**config.mk**
```make
export PLATFORM = sky130hd
export DESIGN_NAME = ibmap_seq
export DESIGN_NICKNAME = d
export VERILOG_FILES = /design/src/rtl/ibmap_pkg.sv /design/src/rtl/ibmap_seq.sv
export VERILOG_INCLUDE_DIRS = /design/src /design/src/rtl
export SDC_FILE = /design/constraint.sdc
export NUM_CORES = 1
export LEC_CHECK = 0
export ABC_CLOCK_PERIOD_IN_PS = 8900
export BUFFER_PORTS_ARGS = -buffer_cell sky130_fd_sc_hd__clkbuf_2
export CAP_MARGIN = 20
export CORE_UTILIZATION = 60
export CTS_BUF_LIST = sky130_fd_sc_hd__clkbuf_4
export CTS_CLUSTER_DIAMETER = 60
export DETAILED_ROUTE_END_ITERATION = 10
export PLACE_DENSITY = 0.86
export SLEW_MARGIN = 20
export SYNTH_ARGS = -nofsm -noshare
export SYNTH_HDL_FRONTEND = slang
export SYNTH_SLANG_ARGS = --single-unit
```
**constraint.sdc**
```tcl
create_clock -name clk -period 8.9 [get_ports clk]
set_input_delay 1.335 -clock clk [delete_from_list [all_inputs] [get_ports clk]]
set_output_delay 1.335 -clock clk [all_outputs]
set_load 0.005 [all_outputs]
```
**src/rtl/inode_block_map_top_assert.svh**
```systemverilog
// Assertion macros for the inode block map RTL.
// Each macro assumes a clock named clk and an active-low reset named arst_n.
`ifndef INODE_BLOCK_MAP_TOP_ASSERT_SVH
`define INODE_BLOCK_MAP_TOP_ASSERT_SVH

`ifndef SYNTHESIS

// The property must hold at every clock edge outside reset.
`define IBMAP_ASSERT(lbl, prop, msg) \
	lbl: assert property (@(posedge clk) disable iff (!arst_n) prop) else $error(msg);

// The condition must never be true at a clock edge outside reset.
`define IBMAP_NEVER(lbl, cond, msg) \
	lbl: assert property (@(posedge clk) disable iff (!arst_n) !(cond)) else $error(msg);

`else

`define IBMAP_ASSERT(lbl, prop, msg)
`define IBMAP_NEVER(lbl, cond, msg)

`endif

`endif

```
**src/rtl/ibmap_pkg.sv**
```systemverilog
`timescale 1ns / 1ps

package ibmap_pkg;

	localparam int POS_W  = 13;
	localparam int BLK_W  = 32;
	localparam int STAT_W = 2;

	localparam logic OP_LOOKUP = 1'b0;
	localparam logic OP_APPEND = 1'b1;

	localparam logic [STAT_W-1:0] ST_OK    = 2'd0;
	localparam logic [STAT_W-1:0] ST_FULL  = 2'd1;
	localparam logic [STAT_W-1:0] ST_RANGE = 2'd2;

	typedef struct packed {
		logic             opcode;
		logic [POS_W-1:0] position;
		logic [BLK_W-1:0] new_block;
	} in_t;

	typedef struct packed {
		logic [BLK_W-1:0]  found_block;
		logic [STAT_W-1:0] status;
	} out_t;

endpackage

```
**src/rtl/ibmap_seq.sv**
```systemverilog
`timescale 1ns / 1ps
`include "inode_block_map_top_assert.svh"

module ibmap_seq import ibmap_pkg::*; #(
	parameter int DIRECT_SLOTS  = 12,
	parameter int IDS_PER_TABLE = 64,
	parameter int MAX_ENTRIES   = 4172,
	parameter int ID_WIDTH      = 32,
	localparam int LOG          = $clog2(IDS_PER_TABLE),
	localparam int POOL_TABLES  = IDS_PER_TABLE + 2,
	localparam int PTR_W        = $clog2(POOL_TABLES),
	localparam int MEM_DEPTH    = DIRECT_SLOTS + POOL_TABLES * (1 << LOG),
	localparam int MEM_W        = (ID_WIDTH > PTR_W) ? ID_WIDTH : PTR_W,
	localparam int AW           = $clog2(MEM_DEPTH)
) (
	input  logic             clk,
	input  logic             arst_n,
	input  logic             take,
	input  in_t              req,
	output logic             idle,
	input  logic             res_ready,
	output logic             res_valid,
	output out_t             res,
	output logic             mem_en,
	output logic             mem_we,
	output logic [AW-1:0]    mem_addr,
	output logic [MEM_W-1:0] mem_wdata,
	input  logic [MEM_W-1:0] mem_rdata
);

	localparam int SHAPE_CAP = DIRECT_SLOTS + IDS_PER_TABLE + IDS_PER_TABLE * IDS_PER_TABLE;
	localparam int LIST_CAP  = (MAX_ENTRIES < SHAPE_CAP) ? MAX_ENTRIES : SHAPE_CAP;
	localparam int CNT_W     = $clog2(LIST_CAP + 1);
	localparam int DBL_BASE  = DIRECT_SLOTS + IDS_PER_TABLE;
	localparam int SH        = POS_W + LOG;
	localparam int RECIP     = ((1 << SH) + IDS_PER_TABLE - 1) / IDS_PER_TABLE;
	localparam int RCP_W     = $clog2(RECIP + 1);
	localparam int PROD_W    = POS_W + RCP_W;

	localparam logic [2:0] S_IDLE = 3'd0;
	localparam logic [2:0] S_EXEC = 3'd1;
	localparam logic [2:0] S_LEAF = 3'd2;
	localparam logic [2:0] S_WR2  = 3'd3;
	localparam logic [2:0] S_FIN  = 3'd4;

	function automatic logic [AW-1:0] pool_addr(logic [PTR_W-1:0] tbl, logic [LOG-1:0] idx);
		logic [PTR_W+LOG-1:0] off;
		off = {tbl, idx};
		return AW'(DIRECT_SLOTS) + AW'(off);
	endfunction

	function automatic logic [PTR_W-1:0] nf_inc(logic [PTR_W-1:0] t);
		return ((32'(t) + 1) < POOL_TABLES) ? PTR_W'(t + 1'b1) : t;
	endfunction

	logic [2:0]        state_q;
	in_t               req_q;
	logic [LOG-1:0]    quo_q;
	logic [LOG-1:0]    rem_q;
	logic [CNT_W-1:0]  cnt_q;
	logic [PTR_W-1:0]  sgl_q;
	logic [PTR_W-1:0]  dbl_q;
	logic [PTR_W-1:0]  nf_q;
	logic [PTR_W-1:0]  leaf_q;
	logic [LOG-1:0]    jq_q;
	logic [LOG-1:0]    jr_q;
	logic              use_mem_q;
	logic [STAT_W-1:0] status_q;

	logic [POS_W-1:0]  r2_in;
	logic [PROD_W-1:0] prod;
	logic [PROD_W-1:0] qfull;
	logic [POS_W-1:0]  r2;
	logic [POS_W-1:0]  qx;
	logic [LOG-1:0]    rem_w;
	logic [31:0]       cnt32;
	logic [31:0]       pos32;
	logic              range_err;
	logic              full;
	logic [PTR_W-1:0]  sgl_tbl;
	logic [PTR_W-1:0]  dbl_tbl;
	logic [PTR_W-1:0]  new_leaf;
	logic [63:0]       nb64;
	logic [63:0]       f64;
	logic [MEM_W-1:0]  nb_word;

	// Quotient of the double-indirect offset by the table size, by reciprocal multiply.
	assign r2_in = req.position - POS_W'(DBL_BASE);
	assign prod  = PROD_W'(r2_in) * PROD_W'(RECIP);
	assign qfull = prod >> SH;

	assign r2    = req_q.position - POS_W'(DBL_BASE);
	assign qx    = POS_W'(quo_q * IDS_PER_TABLE);
	assign rem_w = LOG'(r2 - qx);

	assign cnt32     = 32'(cnt_q);
	assign pos32     = 32'(req_q.position);
	assign range_err = pos32 >= cnt32;
	assign full      = cnt32 >= LIST_CAP;

	assign sgl_tbl  = (cnt32 == DIRECT_SLOTS) ? nf_q : sgl_q;
	assign dbl_tbl  = (cnt32 == DBL_BASE) ? nf_q : dbl_q;
	assign new_leaf = (cnt32 == DBL_BASE) ? nf_inc(nf_q) : nf_q;

	assign nb64    = 64'(req_q.new_block);
	assign nb_word = MEM_W'(nb64[ID_WIDTH-1:0]);
	assign f64     = 64'(mem_rdata[ID_WIDTH-1:0]);

	assign idle            = state_q == S_IDLE;
	assign res_valid       = (state_q == S_FIN) && res_ready;
	assign res.found_block = use_mem_q ? f64[BLK_W-1:0] : '0;
	assign res.status      = status_q;

	always_comb begin
		mem_en    = 1'b0;
		mem_we    = 1'b0;
		mem_addr  = '0;
		mem_wdata = '0;
		case (state_q)
			S_EXEC: begin
				if (req_q.opcode == OP_LOOKUP) begin
					if (!range_err) begin
						mem_en = 1'b1;
						if (pos32 < DIRECT_SLOTS) begin
							mem_addr = AW'(pos32);
						end else if (pos32 < DBL_BASE) begin
							mem_addr = pool_addr(sgl_q, LOG'(pos32 - DIRECT_SLOTS));
						end else begin
							mem_addr = pool_addr(dbl_q, quo_q);
						end
					end
				end else if (!full) begin
					mem_en = 1'b1;
					mem_we = 1'b1;
					if (cnt32 < DIRECT_SLOTS) begin
						mem_addr  = AW'(cnt32);
						mem_wdata = nb_word;
					end else if (cnt32 < DBL_BASE) begin
						mem_addr  = pool_addr(sgl_tbl, LOG'(cnt32 - DIRECT_SLOTS));
						mem_wdata = nb_word;
					end else if (jr_q == '0) begin
						// A new leaf begins: link it into the top table first.
						mem_addr  = pool_addr(dbl_tbl, jq_q);
						mem_wdata = MEM_W'(new_leaf);
					end else begin
						mem_addr  = pool_addr(leaf_q, jr_q);
						mem_wdata = nb_word;
					end
				end
			end
			S_LEAF: begin
				mem_en   = 1'b1;
				mem_addr = pool_addr(mem_rdata[PTR_W-1:0], rem_q);
			end
			S_WR2: begin
				mem_en    = 1'b1;
				mem_we    = 1'b1;
				mem_addr  = pool_addr(leaf_q, '0);
				mem_wdata = nb_word;
			end
			default: ;
		endcase
	end

	always_ff @(posedge clk or negedge arst_n) begin
		if (!arst_n) begin
			state_q <= S_IDLE;
			cnt_q   <= '0;
			sgl_q   <= '0;
			dbl_q   <= '0;
			nf_q    <= '0;
			leaf_q  <= '0;
			jq_q    <= '0;
			jr_q    <= '0;
		end else begin
			case (state_q)
				S_IDLE: begin
					if (take) begin
						state_q <= S_EXEC;
					end
				end
				S_EXEC: begin
					if (req_q.opcode == OP_LOOKUP) begin
						if (!range_err && pos32 >= DBL_BASE) begin
							state_q <= S_LEAF;
						end else begin
							state_q <= S_FIN;
						end
					end else if (!full) begin
						cnt_q <= CNT_W'(cnt_q + 1'b1);
						if (cnt32 == DIRECT_SLOTS) begin
							sgl_q <= nf_q;
							nf_q  <= nf_inc(nf_q);
						end
						if (cnt32 >= DBL_BASE) begin
							if (cnt32 == DBL_BASE) begin
								dbl_q <= nf_q;
							end
							if (jr_q == '0) begin
								leaf_q  <= new_leaf;
								nf_q    <= nf_inc(new_leaf);
								state_q <= S_WR2;
							end else begin
								state_q <= S_FIN;
							end
							if (jr_q == LOG'(IDS_PER_TABLE - 1)) begin
								jr_q <= '0;
								jq_q <= LOG'(jq_q + 1'b1);
							end else begin
								jr_q <= LOG'(jr_q + 1'b1);
							end
						end else begin
							state_q <= S_FIN;
						end
					end else begin
						state_q <= S_FIN;
					end
				end
				S_LEAF: state_q <= S_FIN;
				S_WR2:  state_q <= S_FIN;
				S_FIN: begin
					if (res_ready) begin
						state_q <= S_IDLE;
					end
				end
				default: state_q <= S_IDLE;
			endcase
		end
	end

	always_ff @(posedge clk) begin
		if (state_q == S_IDLE && take) begin
			req_q <= req;
			quo_q <= LOG'(qfull);
		end
		if (state_q == S_EXEC) begin
			rem_q <= rem_w;
			if (req_q.opcode == OP_LOOKUP) begin
				status_q  <= range_err ? ST_RANGE : ST_OK;
				use_mem_q <= !range_err;
			end else begin
				status_q  <= full ? ST_FULL : ST_OK;
				use_mem_q <= 1'b0;
			end
		end
	end

	`IBMAP_ASSERT(a_cnt_step, (state_q == S_EXEC && req_q.opcode == OP_APPEND && !full) |=> (cnt_q == CNT_W'($past(cnt_q) + 1'b1)), "entry count did not advance on append")
	`IBMAP_ASSERT(a_leaf_src, (state_q == S_LEAF) |-> ($past(state_q) == S_EXEC), "leaf read not preceded by top table read")
	`IBMAP_NEVER(a_nf_back, nf_q < $past(nf_q), "free table counter moved backward")

endmodule

```
==> metrics.md <==
| Metric | Value |
|---|---|
| Clock buffer depth | 2 |
| Die height | 117 um |
| Largest net degree at the start of global routing | 57 |
| Clk sinks | about 120 |
| Critical Path Fanout Max | 20 |
| Sequential area share after synthesis | slightly above 40% |
| Minimum clock period after layout | approximately 5800 ps |
| Syn_nets | between 900 and 1k |
| Core ar. | 12,700 um2 |
| Leakage | 3.86 nW |
| RD Place Congestion | approximately 0.95 |
| Clock skew | roughly 32 ps |
| Slew Viols, Final | 0 |
| Initial Util | slightly above 60% |
| Final TNS setup | 0 ps |
| Post-CTS sizing | 0 |
| Fmax | 172 MHz |
| Layout cells sized above 1 | 25.5% |
| Top Ports | 165 |
| First-pass GRT wire length | approximately 35,000 um |
| DRC | 0 |
| Final nets | 1,087 |
| Hold Vio Cnt, Final | 0 |
| Setup bufs post-CTS | 0 |
| CTS Buf Count | 17 |
| Wire per inst | about 19 um |
| Die Span X | around 120 um |
| Row count | 41 |
| Final period utilization | roughly 65% |
| EDFF count, synth | 61 |
| RSZ-0062 raised after global routing | false |
| GR Layer Usage met2 | between 50% and 60% |
| Clock Pin Slew Worst Setup and Hold Paths | 110 ps |
| Syn Inst Count | between 800 and 900 |
| Drt first pass iters | 6 |
| Power per cell area | approximately 170 nW/um2 |
| Routed WL | between 20,000 and 25,000 um |
| Max-cap viol count | 0 |
| CP required | roughly 7600 ps |
| Post-place setup slack | approximately 3800 ps |
| # setup viols final | 0 |
| Flops & latches, synth | between 100 and 150 |
| Ys Warns | 0 |
| R2R setup slack | around 4300 ps |
| Asr flop ratio synth | 47.9% |
| Total GRT Usage | between 30% and 40% |
| Initial antenna violation count | 1 |
| Worst path arrival time | 4480 ps |
| Crit Path Class | reg -> out |
| CTS tree | done |
| Run status | finished, final reports clean |
| M3 GR Usage | between 7 and 8% |
| I/O Buffers | about 160 |
| Die area | approximately 14,000 um2 |
| Worst Setup Slack, final | between 3000 and 4000 ps |
| Dominant synthesized flop cell | edfxtp_1 |
| CP startpoint kind | flip-flop |
| Netlist cell types | 87 |
| Vias in the first global route | approximately 6.6k |
| Hold-fix buffers, CTS | 0 |
| Busiest metal layer after global routing | met2 |
| Starting DRC count in detailed routing | around 900 |
| Area Growth Syn to Fin | 14.3% |
| DP Wirelength | ~17,000 um |
| Worst-margin pin slew | between 1000 and 1500 ps |
| Hold Crit Class | reg -> reg |
| Slew headroom | between 20% and 30% |
| Avg Inst Size Synth | about 9.5 um2 |
| Mapped cell area | 7910 um2 |
| ANT nets after route | 0 |
| Worst vdd ir | between 0.00015 and 0.0002 V |
| Overflow left after global routing | 0 |
| Clock Root Buffer | clkbuf_4 |
| Setup crit end kind | primary output |
| Total number of vias | just over 7k |
| Later-pin clock latency in the skew report | between 500 and 600 ps |
| Vias per cell | a little over 6 |
| M1 GR Usage | 44.9% |
| H-tree depth | 4 |
[final timing paths]
path	startpoint	endpoint	cells past startpoint
max	cnt_q[11]$_DFFE_PN0P_	mem_addr[8]	12
min	jq_q[5]$_DFFE_PN0P_	jq_q[5]$_DFFE_PN0P_	1
max reg2reg	nf_q[0]$_DFFE_PN0P_	nf_q[1]$_DFFE_PN0P_	13
min reg2reg	jq_q[5]$_DFFE_PN0P_	jq_q[5]$_DFFE_PN0P_	1
max in group asynchronous	arst_n	nf_q[1]$_DFFE_PN0P_	2
min in group asynchronous	arst_n	cnt_q[9]$_DFFE_PN0P_	2
[state kept, by name, indices dropped and copies added (netlist names)]
| signal | flops |
|---|---|
| leaf_q | 7 |
| cnt_q | 13 |
| sgl_q | 7 |
| rem_q | 6 |
| nf_q | 7 |
| jr_q | 6 |
| nb_word | 32 |
| req_q | 1 |
| state_q | 3 |
| use_mem_q | 1 |
| dbl_q | 7 |
| quo_q | 6 |
| jq_q | 6 |
| pos32 | 13 |
| status_q | 2 |
[placed cells by master, fill, tap and decap left out, types with 5 or more instances in the layout]
cell type    n
or3_1        5
clkbuf_4    19
ha_1        26
clkbuf_2   164
mux2i_1     19
nand2_1     83
xnor2_1     39
a21oi_1     44
inv_1       33
nand2b_1     6
o21ai_0     41
o22ai_1      9
a211oi_1     5
nor3_1      30
and3_1      33
mux2_2      18
dfrtp_1     56
xor2_1      20
nand3b_1     6
nor4_1       8
nand4_1     10
and2_1      38
nor2b_1      8
a31oi_1     10
edfxtp_1    61
a22oi_1     14
nand3_1     28
a221oi_1     5
nor2_1      57
[synthesized netlist by cell type, drive strengths merged, types with 28 or more instances]
master   n  area [um2]
nand2   84         318
edfxtp  61        1830
nor2    57         214
dfrtp   56        1400
a21oi   47         254
o21ai   42         210
and2    41         260
xnor2   40         358
and3    34         214
inv     33         124
nor3    31         160
clkbuf  28         106
nand3   28         140
[through the flow]
| stage | total power [mW] | std cells | area (um2) | util (%) | hold WS, ps |
|---|---|---|---|---|---|
| after floorplan | 1.03 | 833 | 7910 | - | 446 |
| after global placement | 1.19 | 1132 | 8780 | 69.1 | 485 |
| after detailed placement | 1.20 | 1132 | 8780 | 69.1 | 496 |
| after CTS | 1.56 | 1164 | 9040 | 71.1 | 514 |
| after global routing | 1.65 | 1165 | 9040 | 71.1 | 535 |
| final | 1.57 | 1165 | 9040 | 71.1 | 511 |
[metal layers]
layer,share of wire (%),vias up
met2,47,455
met3,9.9,71
met1,40,3351
li1,-,3343
met4,3.1,0
met5,0,-
[cell families (layout without fill, tap and decap cells)]
| logic type | after synthesis | after routing | synth area share [%] |
|---|---|---|---|
| XOR/XNOR | 61 | 61 | 7.08 |
| AND/OR/NAND/NOR | 336 | 336 | 22.5 |
| AO/OA/AOI/OAI | 182 | 182 | 16.4 |
| multiplexers | 37 | 37 | 4.97 |
| flip-flops | 117 | 117 | 40.9 |
| adder cells (fa/ha/maj) | 26 | 26 | 4.11 |
| buffers and inverters | 74 | 233 | 4.03 |
| other | 0 | 1 | 0 |
[area by class of cell]
cell class	instances	area (um2)
Clock buffer	19	143
Inverter	33	124
Multi-Input combinational cell	642	4360
Timing Repair Buffer	168	851
Sequential cell	117	3230
Tap cell	172	215
Fill cell	1035	3680
Clock inverter	13	113
Antenna cell	1	2.50
[power breakdown]
group / leakage, nW / switching [mW] / internal, mW
clock: 0.140 / 0.219 / 0.143
sequential: 1.35 / 0.0727 / 0.666
combinational: 2.37 / 0.292 / 0.176
total: 3.86 / 0.584 / 0.986
[critical path, cell delays in order (launching register included)]
cell and delay (ps):
dfrtp_1 460, or4_4 590, a2111oi_4 980, a21oi_1 260, ha_1 280, nor2_1 270, nand2_1 140, nor2_1 170
xor2_1 150, o21ai_0 90, a221oi_1 250, o22ai_1 130, clkbuf_2 150
No activity file was read; power rests on OpenSTA's default activity.
